File: src/rtl/stt_pkg.sv
// Shared types and defaults for the software ticker table.
package stt_pkg;

    localparam int TICKER_COUNT_DEF = 16;

    localparam logic REQ_TICK = 1'b0;
    localparam logic REQ_LOAD = 1'b1;

    typedef struct packed {
        logic [31:0] delay;
        logic [31:0] period;
        logic [31:0] repeats;
        logic [7:0]  tag;
    } entry_t;

    typedef enum logic [1:0] {
        ST_IDLE,
        ST_WALK,
        ST_FLUSH
    } state_t;

endpackage

File: src/rtl/stt_mem.sv
// Ticker entry memory with one write port, one registered read port and per-entry valid bits.
module stt_mem #(
    parameter int TICKER_COUNT = stt_pkg::TICKER_COUNT_DEF,
    parameter int IW = (TICKER_COUNT > 1) ? $clog2(TICKER_COUNT) : 1
) (
    input  logic            aclk,
    input  logic            aresetn,
    input  logic            wr_en,
    input  logic [IW-1:0]   wr_addr,
    input  stt_pkg::entry_t wr_data,
    input  logic            rd_en,
    input  logic [IW-1:0]   rd_addr,
    output stt_pkg::entry_t rd_data
);

    stt_pkg::entry_t        mem [TICKER_COUNT];
    logic [TICKER_COUNT-1:0] vld_reg;
    stt_pkg::entry_t        rd_q_reg;
    logic                   rd_vld_reg;

    always_ff @(posedge aclk) begin
        if (wr_en) begin
            mem[wr_addr] <= wr_data;
        end
        if (rd_en) begin
            rd_q_reg <= mem[rd_addr];
        end
    end

    always_ff @(posedge aclk) begin
        if (!aresetn) begin
            vld_reg    <= '0;
            rd_vld_reg <= 1'b0;
        end else begin
            if (wr_en) begin
                vld_reg[wr_addr] <= 1'b1;
            end
            if (rd_en) begin
                rd_vld_reg <= vld_reg[rd_addr];
            end
        end
    end

    // An entry never written reads as its reset value of zero.
    assign rd_data = rd_vld_reg ? rd_q_reg : '0;

endmodule

File: src/rtl/stt_walker.sv
// Tick sequencer: reads, updates and writes back each entry and queues expiry results.
module stt_walker #(
    parameter int TICKER_COUNT = stt_pkg::TICKER_COUNT_DEF,
    parameter int IW = (TICKER_COUNT > 1) ? $clog2(TICKER_COUNT) : 1
) (
    input  logic            aclk,
    input  logic            aresetn,
    input  logic            tick_start,
    output logic            busy,
    output logic            rd_en,
    output logic [IW-1:0]   rd_addr,
    input  stt_pkg::entry_t rd_data,
    output logic            wr_en,
    output logic [IW-1:0]   wr_addr,
    output stt_pkg::entry_t wr_data,
    output logic            m_valid,
    input  logic            m_ready,
    output logic [3:0]      m_fired_slot,
    output logic [7:0]      m_fired_tag,
    output logic            m_last
);

    stt_pkg::state_t state_reg, state_next;
    logic [IW-1:0]   cur_reg, cur_next;
    logic            pend_vld_reg, pend_vld_next;
    logic [3:0]      pend_slot_reg, pend_slot_next;
    logic [7:0]      pend_tag_reg, pend_tag_next;
    logic            out_vld_reg, out_vld_next;
    logic [3:0]      out_slot_reg, out_slot_next;
    logic [7:0]      out_tag_reg, out_tag_next;
    logic            out_last_reg, out_last_next;

    stt_pkg::entry_t upd;
    logic [31:0]     dec;
    logic            expire;
    logic            emit;
    logic            out_free;
    logic            stall;
    logic            at_end;

    always_comb begin
        dec    = rd_data.delay - 32'd1;
        expire = (rd_data.delay != 32'd0) && (dec == 32'd0);
        upd    = rd_data;
        if (rd_data.delay != 32'd0) begin
            upd.delay = dec;
            if (expire && (rd_data.repeats != 32'd0)) begin
                if (!rd_data.repeats[31]) begin
                    upd.repeats = rd_data.repeats - 32'd1;
                end
                upd.delay = rd_data.period;
            end
        end
    end

    assign emit     = expire && (rd_data.tag != 8'd0);
    assign out_free = !out_vld_reg || m_ready;
    assign stall    = emit && pend_vld_reg && !out_free;
    assign at_end   = (cur_reg == IW'(TICKER_COUNT - 1));

    always_comb begin
        state_next = state_reg;
        case (state_reg)
            stt_pkg::ST_IDLE: begin
                if (tick_start) begin
                    state_next = stt_pkg::ST_WALK;
                end
            end
            stt_pkg::ST_WALK: begin
                if (!stall && at_end) begin
                    state_next = stt_pkg::ST_FLUSH;
                end
            end
            stt_pkg::ST_FLUSH: begin
                if (!pend_vld_reg || out_free) begin
                    state_next = stt_pkg::ST_IDLE;
                end
            end
            default: begin
                state_next = stt_pkg::ST_IDLE;
            end
        endcase
    end

    always_comb begin
        rd_en          = 1'b0;
        rd_addr        = cur_reg;
        wr_en          = 1'b0;
        cur_next       = cur_reg;
        pend_vld_next  = pend_vld_reg;
        pend_slot_next = pend_slot_reg;
        pend_tag_next  = pend_tag_reg;
        out_vld_next   = out_vld_reg && !m_ready;
        out_slot_next  = out_slot_reg;
        out_tag_next   = out_tag_reg;
        out_last_next  = out_last_reg;
        case (state_reg)
            stt_pkg::ST_IDLE: begin
                if (tick_start) begin
                    rd_en    = 1'b1;
                    rd_addr  = '0;
                    cur_next = '0;
                end
            end
            stt_pkg::ST_WALK: begin
                if (!stall) begin
                    wr_en = 1'b1;
                    if (emit) begin
                        if (pend_vld_reg) begin
                            out_vld_next  = 1'b1;
                            out_slot_next = pend_slot_reg;
                            out_tag_next  = pend_tag_reg;
                            out_last_next = 1'b0;
                        end
                        pend_vld_next  = 1'b1;
                        pend_slot_next = 4'(cur_reg);
                        pend_tag_next  = rd_data.tag;
                    end
                    if (!at_end) begin
                        rd_en    = 1'b1;
                        rd_addr  = cur_reg + IW'(1);
                        cur_next = cur_reg + IW'(1);
                    end
                end
            end
            stt_pkg::ST_FLUSH: begin
                if (pend_vld_reg && out_free) begin
                    out_vld_next  = 1'b1;
                    out_slot_next = pend_slot_reg;
                    out_tag_next  = pend_tag_reg;
                    out_last_next = 1'b1;
                    pend_vld_next = 1'b0;
                end
            end
            default: begin
            end
        endcase
    end

    always_ff @(posedge aclk) begin
        if (!aresetn) begin
            state_reg    <= stt_pkg::ST_IDLE;
            pend_vld_reg <= 1'b0;
            out_vld_reg  <= 1'b0;
        end else begin
            state_reg    <= state_next;
            pend_vld_reg <= pend_vld_next;
            out_vld_reg  <= out_vld_next;
        end
    end

    always_ff @(posedge aclk) begin
        cur_reg       <= cur_next;
        pend_slot_reg <= pend_slot_next;
        pend_tag_reg  <= pend_tag_next;
        out_slot_reg  <= out_slot_next;
        out_tag_reg   <= out_tag_next;
        out_last_reg  <= out_last_next;
    end

    assign busy         = (state_reg != stt_pkg::ST_IDLE);
    assign wr_addr      = cur_reg;
    assign wr_data      = upd;
    assign m_valid      = out_vld_reg;
    assign m_fired_slot = out_slot_reg;
    assign m_fired_tag  = out_tag_reg;
    assign m_last       = out_last_reg;

endmodule

File: src/rtl/software_ticker_table_core.sv
// Top level of the software ticker table: request decode, memory write arbitration and hierarchy.
//
//  channel | direction | ports                                          | handshake
//  --------+-----------+------------------------------------------------+----------------
//  request | in        | s_req_type s_slot s_start_delay s_reload_period| s_valid/s_ready
//          |           | s_repeat_count s_payload_tag                   |
//  result  | out       | m_fired_slot m_fired_tag m_last                | m_valid/m_ready
//
// A load transaction writes its entry straight into the memory.
// A tick transaction makes one memory read per entry, overlapped with the write-back of the
// previous entry, and then a flush step marks and hands over the final result.
// A tick stalls only while the output register is full and a held expiry has to move into it.
// Reset is synchronous, marks every entry as never written and needs no clearing pass.
module software_ticker_table_core #(
    parameter int TICKER_COUNT = stt_pkg::TICKER_COUNT_DEF
) (
    input  logic               aclk,
    input  logic               aresetn,
    input  logic               s_valid,
    output logic               s_ready,
    input  logic               s_req_type,
    input  logic [3:0]         s_slot,
    input  logic [31:0]        s_start_delay,
    input  logic [31:0]        s_reload_period,
    input  logic signed [31:0] s_repeat_count,
    input  logic [7:0]         s_payload_tag,
    output logic               m_valid,
    input  logic               m_ready,
    output logic [3:0]         m_fired_slot,
    output logic [7:0]         m_fired_tag,
    output logic               m_last
);

    localparam int IW = (TICKER_COUNT > 1) ? $clog2(TICKER_COUNT) : 1;

    logic            busy;
    logic            s_fire;
    logic            tick_start;
    logic            load_wr;
    logic            rd_en;
    logic [IW-1:0]   rd_addr;
    stt_pkg::entry_t rd_data;
    logic            walk_wr_en;
    logic [IW-1:0]   walk_wr_addr;
    stt_pkg::entry_t walk_wr_data;
    logic            mem_wr_en;
    logic [IW-1:0]   mem_wr_addr;
    stt_pkg::entry_t mem_wr_data;
    stt_pkg::entry_t load_data;

    assign s_ready    = !busy;
    assign s_fire     = s_valid && s_ready;
    assign tick_start = s_fire && (s_req_type == stt_pkg::REQ_TICK);
    assign load_wr    = s_fire && (s_req_type == stt_pkg::REQ_LOAD)
                        && ({28'd0, s_slot} < 32'(TICKER_COUNT));

    always_comb begin
        load_data.delay   = s_start_delay;
        load_data.period  = s_reload_period;
        load_data.repeats = $unsigned(s_repeat_count);
        load_data.tag     = s_payload_tag;
    end

    assign mem_wr_en   = load_wr || walk_wr_en;
    assign mem_wr_addr = load_wr ? IW'(s_slot) : walk_wr_addr;
    assign mem_wr_data = load_wr ? load_data : walk_wr_data;

    stt_mem #(
        .TICKER_COUNT(TICKER_COUNT),
        .IW(IW)
    ) u_mem (
        .aclk    (aclk),
        .aresetn (aresetn),
        .wr_en   (mem_wr_en),
        .wr_addr (mem_wr_addr),
        .wr_data (mem_wr_data),
        .rd_en   (rd_en),
        .rd_addr (rd_addr),
        .rd_data (rd_data)
    );

    stt_walker #(
        .TICKER_COUNT(TICKER_COUNT),
        .IW(IW)
    ) u_walker (
        .aclk         (aclk),
        .aresetn      (aresetn),
        .tick_start   (tick_start),
        .busy         (busy),
        .rd_en        (rd_en),
        .rd_addr      (rd_addr),
        .rd_data      (rd_data),
        .wr_en        (walk_wr_en),
        .wr_addr      (walk_wr_addr),
        .wr_data      (walk_wr_data),
        .m_valid      (m_valid),
        .m_ready      (m_ready),
        .m_fired_slot (m_fired_slot),
        .m_fired_tag  (m_fired_tag),
        .m_last       (m_last)
    );

endmodule

File: config.mk
export PLATFORM = sky130hd
export DESIGN_NAME = software_ticker_table_core
export DESIGN_NICKNAME = d
export VERILOG_FILES = /design/src/rtl/stt_pkg.sv /design/src/rtl/stt_mem.sv /design/src/rtl/stt_walker.sv /design/src/rtl/software_ticker_table_core.sv
export SDC_FILE = /design/constraint.sdc
export NUM_CORES = 2
export LEC_CHECK = 0
export BUFFER_PORTS_ARGS = -buffer_cell sky130_fd_sc_hd__buf_2
export CAP_MARGIN = 20
export CELL_PAD_IN_SITES_DETAIL_PLACEMENT = 1
export CELL_PAD_IN_SITES_GLOBAL_PLACEMENT = 1
export CORE_MARGIN = 5
export CORE_UTILIZATION = 47
export CTS_CLUSTER_SIZE = 14
export DETAILED_ROUTE_END_ITERATION = 6
export PLACE_DENSITY_LB_ADDON = 0.05
export SLEW_MARGIN = 20
export SYNTH_ARGS = -nofsm -noshare
export SYNTH_HDL_FRONTEND = slang
export SYNTH_SLANG_ARGS = --single-unit
File: constraint.sdc
create_clock -name aclk -period 12 [get_ports aclk]
set_input_delay 0.6 -clock aclk [delete_from_list [all_inputs] [get_ports aclk]]
set_output_delay 0.6 -clock aclk [all_outputs]
set_load 0.03 [all_outputs]
Word level (Yosys, flattened, before mapping)
Memory sizes are Yosys's and may differ from the RTL's. A register that Yosys moved wholly into a read port is not among the register bits.
Cells that the tools add are included.
{"block": "classes", "addsub": 3, "magnitude_cmp": 3, "n_eq_ne": 10, "n_mux": 52, "bitwise": 3, "reduce_logical": 32}
{"op": "$mux W104", "n": 2}
{"op": "$mux W32", "n": 5}
{"op": "$reduce_bool A32 Y1", "n": 2}
{"op": "$sub A32 B1 Y32 const B", "n": 2}
{"op": "$logic_not A32 Y1", "n": 1}
{"op": "$mux W4", "n": 8}
{"op": "$mux W8", "n": 4}
{"op": "$mux W1", "n": 20}
{"op": "$or A16 B16 Y16", "n": 1}
{"op": "$pmux W4 S2", "n": 2}
{"op": "$pmux W8 S2", "n": 1}
{"op": "$logic_and A1 B1 Y1", "n": 12}
{"op": "$lt A4 B5 Y1 const B", "n": 2}
{"op": "$ne A2 B1 Y1 const B", "n": 5}
{"op": "$pmux W1 S2", "n": 4}
{"op": "$reduce_bool A8 Y1", "n": 1}
{"op": "$logic_not A1 Y1", "n": 6}
{"op": "$mux W2", "n": 3}
{"op": "$pmux W2 S3", "n": 1}
{"op": "$reduce_and A3 Y1", "n": 2}
{"op": "$reduce_and A5 Y1", "n": 1}
{"op": "$add A4 B1 Y4 const B", "n": 1}
{"op": "$bmux W1 S4", "n": 1}
{"op": "$demux W1 S4", "n": 1}
{"op": "10 further kinds", "n": 15}
{"block": "word_totals", "ff_bits": 50, "ram_bits": 1664, "input_bits": 113, "n_memories": 1}
{"name": "u_mem.mem", "words": 16, "word_bits": 104, "rd": 1, "rd_clocked_by_memory_dff": 1, "wr": 1, "line": "stt_mem.sv:16", "source": "stt_pkg::entry_t mem [TICKER_COUNT];"}

Logic depth before layout (Yosys ltp)
{"block": "depth", "word_depth": 12, "depth_mapped": 28, "ltp_nobuf": 14}

By module
Synthesis repeated with hierarchy kept, for this count alone.
{"block": "hier_totals", "cells_unflattened": 3203, "area_unflattened_um2": 72085.4}
{"module": "stt_mem", "n_inst": 1, "cells_per_inst": 2595, "area_each_um2": 66941.7, "seq_area_each_um2": 53431.2}
{"module": "stt_walker", "n_inst": 1, "cells_per_inst": 484, "area_each_um2": 3777.4, "seq_area_each_um2": 910.9}
{"module": "software_ticker_table_core", "n_inst": 1, "cells_per_inst": 124, "area_each_um2": 1366.3, "seq_area_each_um2": 0.0}

Least setup slack after synthesis
Ideal clock, no wire load.
{"block": "synth_path", "kind": "register -> register", "startpoint": "register u_mem.rd_vld_reg", "endpoint": "register u_mem.rd_vld_reg", "setup_time_ps": 171, "arrival_ps": 12212, "slack_ps": -384, "stages_incl_launch_ff": 22, "n_path_buf": 10, "synth_period_minus_slack_ps": 12384, "path_cell_list": "dfxtp_1 > clkbuf_1 > clkbuf_1 > clkbuf_1 > clkbuf_1 > clkbuf_1 > clkbuf_1 > clkbuf_1 > nand2_1 > ha_1 > clkbuf_1 > clkbuf_1 > and3_1 > o21ai_0 > nor4_1 > nor4b_2 > and3_1 > buf_2 > o21ai_0 > and3_1 > o2111ai_1 > o221ai_1"}
{"item": "start, declared", "line": "stt_mem.sv:19", "source": "logic rd_vld_reg;"}
{"item": "start signal, assigned", "line": "stt_mem.sv:39", "source": "rd_vld_reg <= vld_reg[rd_addr];"}
{"item": "$mux W104 (*)", "line": "stt_mem.sv:45", "source": "assign rd_data = rd_vld_reg ? rd_q_reg : '0;"}
{"item": "$sub A32 B1 Y32", "line": "stt_walker.sv:42", "source": "dec = rd_data.delay - 32'd1;"}
{"item": "$logic_not A32 Y1", "line": "stt_walker.sv:43", "source": "expire = (rd_data.delay != 32'd0) && (dec == 32'd0);"}
{"item": "$logic_and A1 B1 Y1", "line": "stt_walker.sv:43"}
{"item": "$logic_and A1 B1 Y1 (*)", "line": "stt_walker.sv:56", "source": "assign emit = expire && (rd_data.tag != 8'd0);"}
{"item": "$logic_and A1 B1 Y1 (*) (2 in a row)", "line": "stt_walker.sv:58", "source": "assign stall = emit && pend_vld_reg && !out_free;"}
{"item": "$mux W1 (*)", "line": "stt_walker.sv:106", "source": "if (!stall) begin"}
{"item": "$pmux W1 S2 (*)", "line": "stt_walker.sv:97", "source": "case (state_reg)"}
{"item": "via rd_en", "line": "software_ticker_table_core.sv:40", "source": "logic rd_en;"}
The timed path passes the listed nets; every way through them passes the cells marked *. The select of a mux whose other input is x is not followed.
A chain may end at the register's enable or synchronous reset.

Worst setup path in the final report
{"block": "layout_path", "startpoint": "register u_mem.rd_q_reg[78] (netlist name)", "endpoint": "register u_mem.rd_q_reg[20] (netlist name)"}
{"block": "layout_between", "elab_chain_cells": 9}
{"item": "$mux W104 (*)", "line": "stt_mem.sv:45"}
{"item": "$sub A32 B1 Y32", "line": "stt_walker.sv:42"}
{"item": "$logic_not A32 Y1", "line": "stt_walker.sv:43"}
{"item": "$logic_and A1 B1 Y1 (*)", "line": "stt_walker.sv:43"}
{"item": "$logic_and A1 B1 Y1 (*)", "line": "stt_walker.sv:56"}
{"item": "$logic_and A1 B1 Y1 (*) (2 in a row)", "line": "stt_walker.sv:58"}
{"item": "$mux W4 / $mux W1 (equally long branches)"}
{"item": "$pmux W4 S2 / $pmux W1 S2 (equally long branches)"}
Every way passes the cells marked *; elsewhere a longest branch is shown, timed or not.

==> results.tsv <==
metric	value	unit
number of enable flip-flop cells after synthesis	1793	
worst hold start	aresetn	
final instance area	83600	um^2
routed wire length	242	mm
Seq/Total Area, Yosys	72.5	%
setup_tns	0	ns
Final Setup Violations	0	
Max Freq	0.133	GHz
P&R area growth vs syn	11.5	%
row cnt	146	
post-synthesis net count	5921	
largest family of logic cells by synthesized area	simple AND/OR/NAND/NOR gates	
commonest non-fill, non-tap cell in the layout	edfxtp_1	
gr usage total	28.1	%
crit-path cells	nor4_1 -> nand3_1 -> or4_1 -> xnor2_1 -> nor4_1 -> and4_4 -> nor3_2 -> buf_12 -> inv_16 -> buf_12 -> nand2_1 -> a311oi_1 -> a311oi_1 -> a31oi_1	
Final HPWL DP	122	mm
CP endpoint kind	flop	
synthesized area	75000	um^2
Post-CTS Setup Bufs	0	
Least-Margin Pin Slew	1.18	ns
Hold Crit Class	primary input to flop	
vias per cell	6.29	
Final Hold Fails	0	
drt pass-1 iters	7	
Cell Pwr Density	273	nW/um^2
worst setup path start	u_mem.rd_q_reg[78]$_DFFE_PP_	
clk_lat worst skew	0.82	ns
Synth Instances	5800	
commonest cells after routing, fill and taps aside	1793 x edfxtp_1, 1673 x nand2_1, 577 x nand3_1	
die area	168000	um^2
Largest register FFs	1664	
Clock transition at path regs	0.06	ns
CTS tree	done	
Avg Cell Area, Syn	12.9	um^2
routability-driven placement congestion ratio	0.865	
Worst Path Max Fanout	194	
Clock Tree Root	clkbuf_16	
CP max stage cell	nor4_1	
Leak	28.2	nW
Crit Path Class	flop to flop	
Slew HR	21.1	%
wire per inst	30.0	um
asr flop ratio synth	0	%
Ports	128	
H-tree levels	4	
clk sinks	1818	
post-route minimum period	7.49	ns
Starting Density	47.3	%
Post-Synth XOR/XNOR Area	0.304	%
RSZ-0062 raised after global routing	false	
Post-DRT Antenna Nets	0	
Synth Flop Type	edfxtp_1	
crit start category	flop	
crit path DAT	8.13	ns
post_cts resized	0	
Die Wd	409	um
PortBufs	127	
Iter 0 DRT Violations	5073	
Final period util	62.4	%
fin nets	5940	
largest net degree at the start of global routing	195	
first-pass GRT wire length	350	mm
placed cell areas	77700	um^2
crit-path max cell delay	0.91	ns
Slew Viols, Final	0	
post-synthesis mux area share	0.205	%
Simple-Gate Fraction of Synth Area	15.0	%
initial antenna violation count	9	
status	finished, final reports clean	
Max Clock Skew	0.0316	ns
R2R setup slack	4.51	ns
FF+latch count, synth	1818	
VDD IR max	0.426	mV
Die H	409	um
total gr overflow	0	
post-synthesis adder-cell area fraction	0.134	%
Via Count	50600	
CP required	12.64	ns
Hold-fix buffers, CTS	0	
DR DRC count	0	
max-cap violation count	0	
Worst R2R Start	u_mem.rd_q_reg[78]$_DFFE_PP_	
CTS Buffer Depth	3	
share of cells above drive strength 1	9.50	%
CORE AREA	159000	um^2
CTS Buf Count	191	
Synth warnings	0	
Distinct cells, synth	75	
vias in the first global route	50500	
post-synthesis compound-gate area fraction	9.15	%
[Yosys cell counts (11+ instances only)]
master	count	share of area (%)
a311o_1	104	1.4
xnor2_1	17	0.20
o31a_1	105	1.2
nand3_1	578	3.9
nand4_1	18	0.15
buf_2	201	1.3
buf_1	17	0.085
a311oi_1	210	2.5
a211oi_1	115	1.2
o21ai_0	77	0.51
o31ai_1	14	0.14
or3_1	11	0.092
and3_1	112	0.93
nor4_1	20	0.17
and2_1	16	0.13
o21a_1	26	0.26
nor3_1	23	0.15
a31oi_1	117	0.98
mux2i_1	12	0.16
or4_1	21	0.21
inv_1	22	0.11
a21oi_1	50	0.33
clkbuf_1	208	1.0
nor2_1	62	0.31
edfxtp_1	1793	72
dfxtp_1	25	0.67
a21o_1	16	0.16
nand2_1	1673	8.4
[report_power, final]
part	internal, W	switching [W]
clock network	0.00317	0.00246
logic	0.00236	0.00583
registers	0.00843	0.000559
total	0.0140	0.00884
[critical path: cells and delay by family (launching register included)]
kind / cells / cell delay, ns
DFF: 1 / 0.57
and+or+nand+nor: 7 / 3.72
AOI/OAI and AO/OA: 3 / 0.69
xor gates and xnor gates: 1 / 0.22
buffers and inverters: 3 / 1.61
[cell type report]
class                      instances  area, um^2
clock buffer                     247        5120
timing repair buffer             263        1900
clock inverter                    96         734
antenna                            4        10.0
sequential                      1818       54300
tap                             2072        2590
multi-input combinational       3521       18800
fill                           15700       74900
inverter                          24         114
[routing by layer]
metal	up-vias	wire length [um]	track usage, %
met1	26600	107000	41.0
met5	-	13	0
met4	2	5230	6.34
met2	1744	113000	45.1
met3	324	16700	4.17
li1	21900	-	-
[stage by stage]
step                worst slack [ns]  hold slack [ns]  cells  utilization [%]  power (W)
floorplan                       2.42            0.400   5800                -     0.0144
finish                          4.51            0.220   8045             52.7     0.0228
global route                    4.28            0.200   8041             52.7     0.0239
detailed placement              4.79            0.406   7697             49.0     0.0172
CTS                             4.76            0.165   8040             52.7     0.0229
global placement                5.00            0.403   7696             49.0     0.0171
[cell families (layout without fill, tap and decap cells)]
| group | after synthesis | after routing |
|---|---|---|
| AO/OA/AOI/OAI | 881 | 881 |
| buffers and inverters | 461 | 630 |
| flip-flops | 1818 | 1818 |
| adder cells (fa/ha/maj) | 8 | 8 |
| AND/OR/NAND/NOR | 2591 | 2591 |
| XOR/XNOR | 26 | 26 |
| other | 0 | 4 |
| multiplexers | 15 | 15 |
[path summary, 6_finish.rpt]
| path | to | cells past startpoint |
|---|---|---|
| max reg2reg | u_mem.rd_q_reg[20]$_DFFE_PP_ | 14 |
| min reg2reg | u_walker.m_fired_slot[0]$_DFFE_PP_ | 0 |
| max | u_mem.rd_q_reg[20]$_DFFE_PP_ | 14 |
| min | u_mem.vld_reg[12]$_SDFFE_PN0N_ | 2 |
Note: power is estimated with default switching activity, not from simulation.
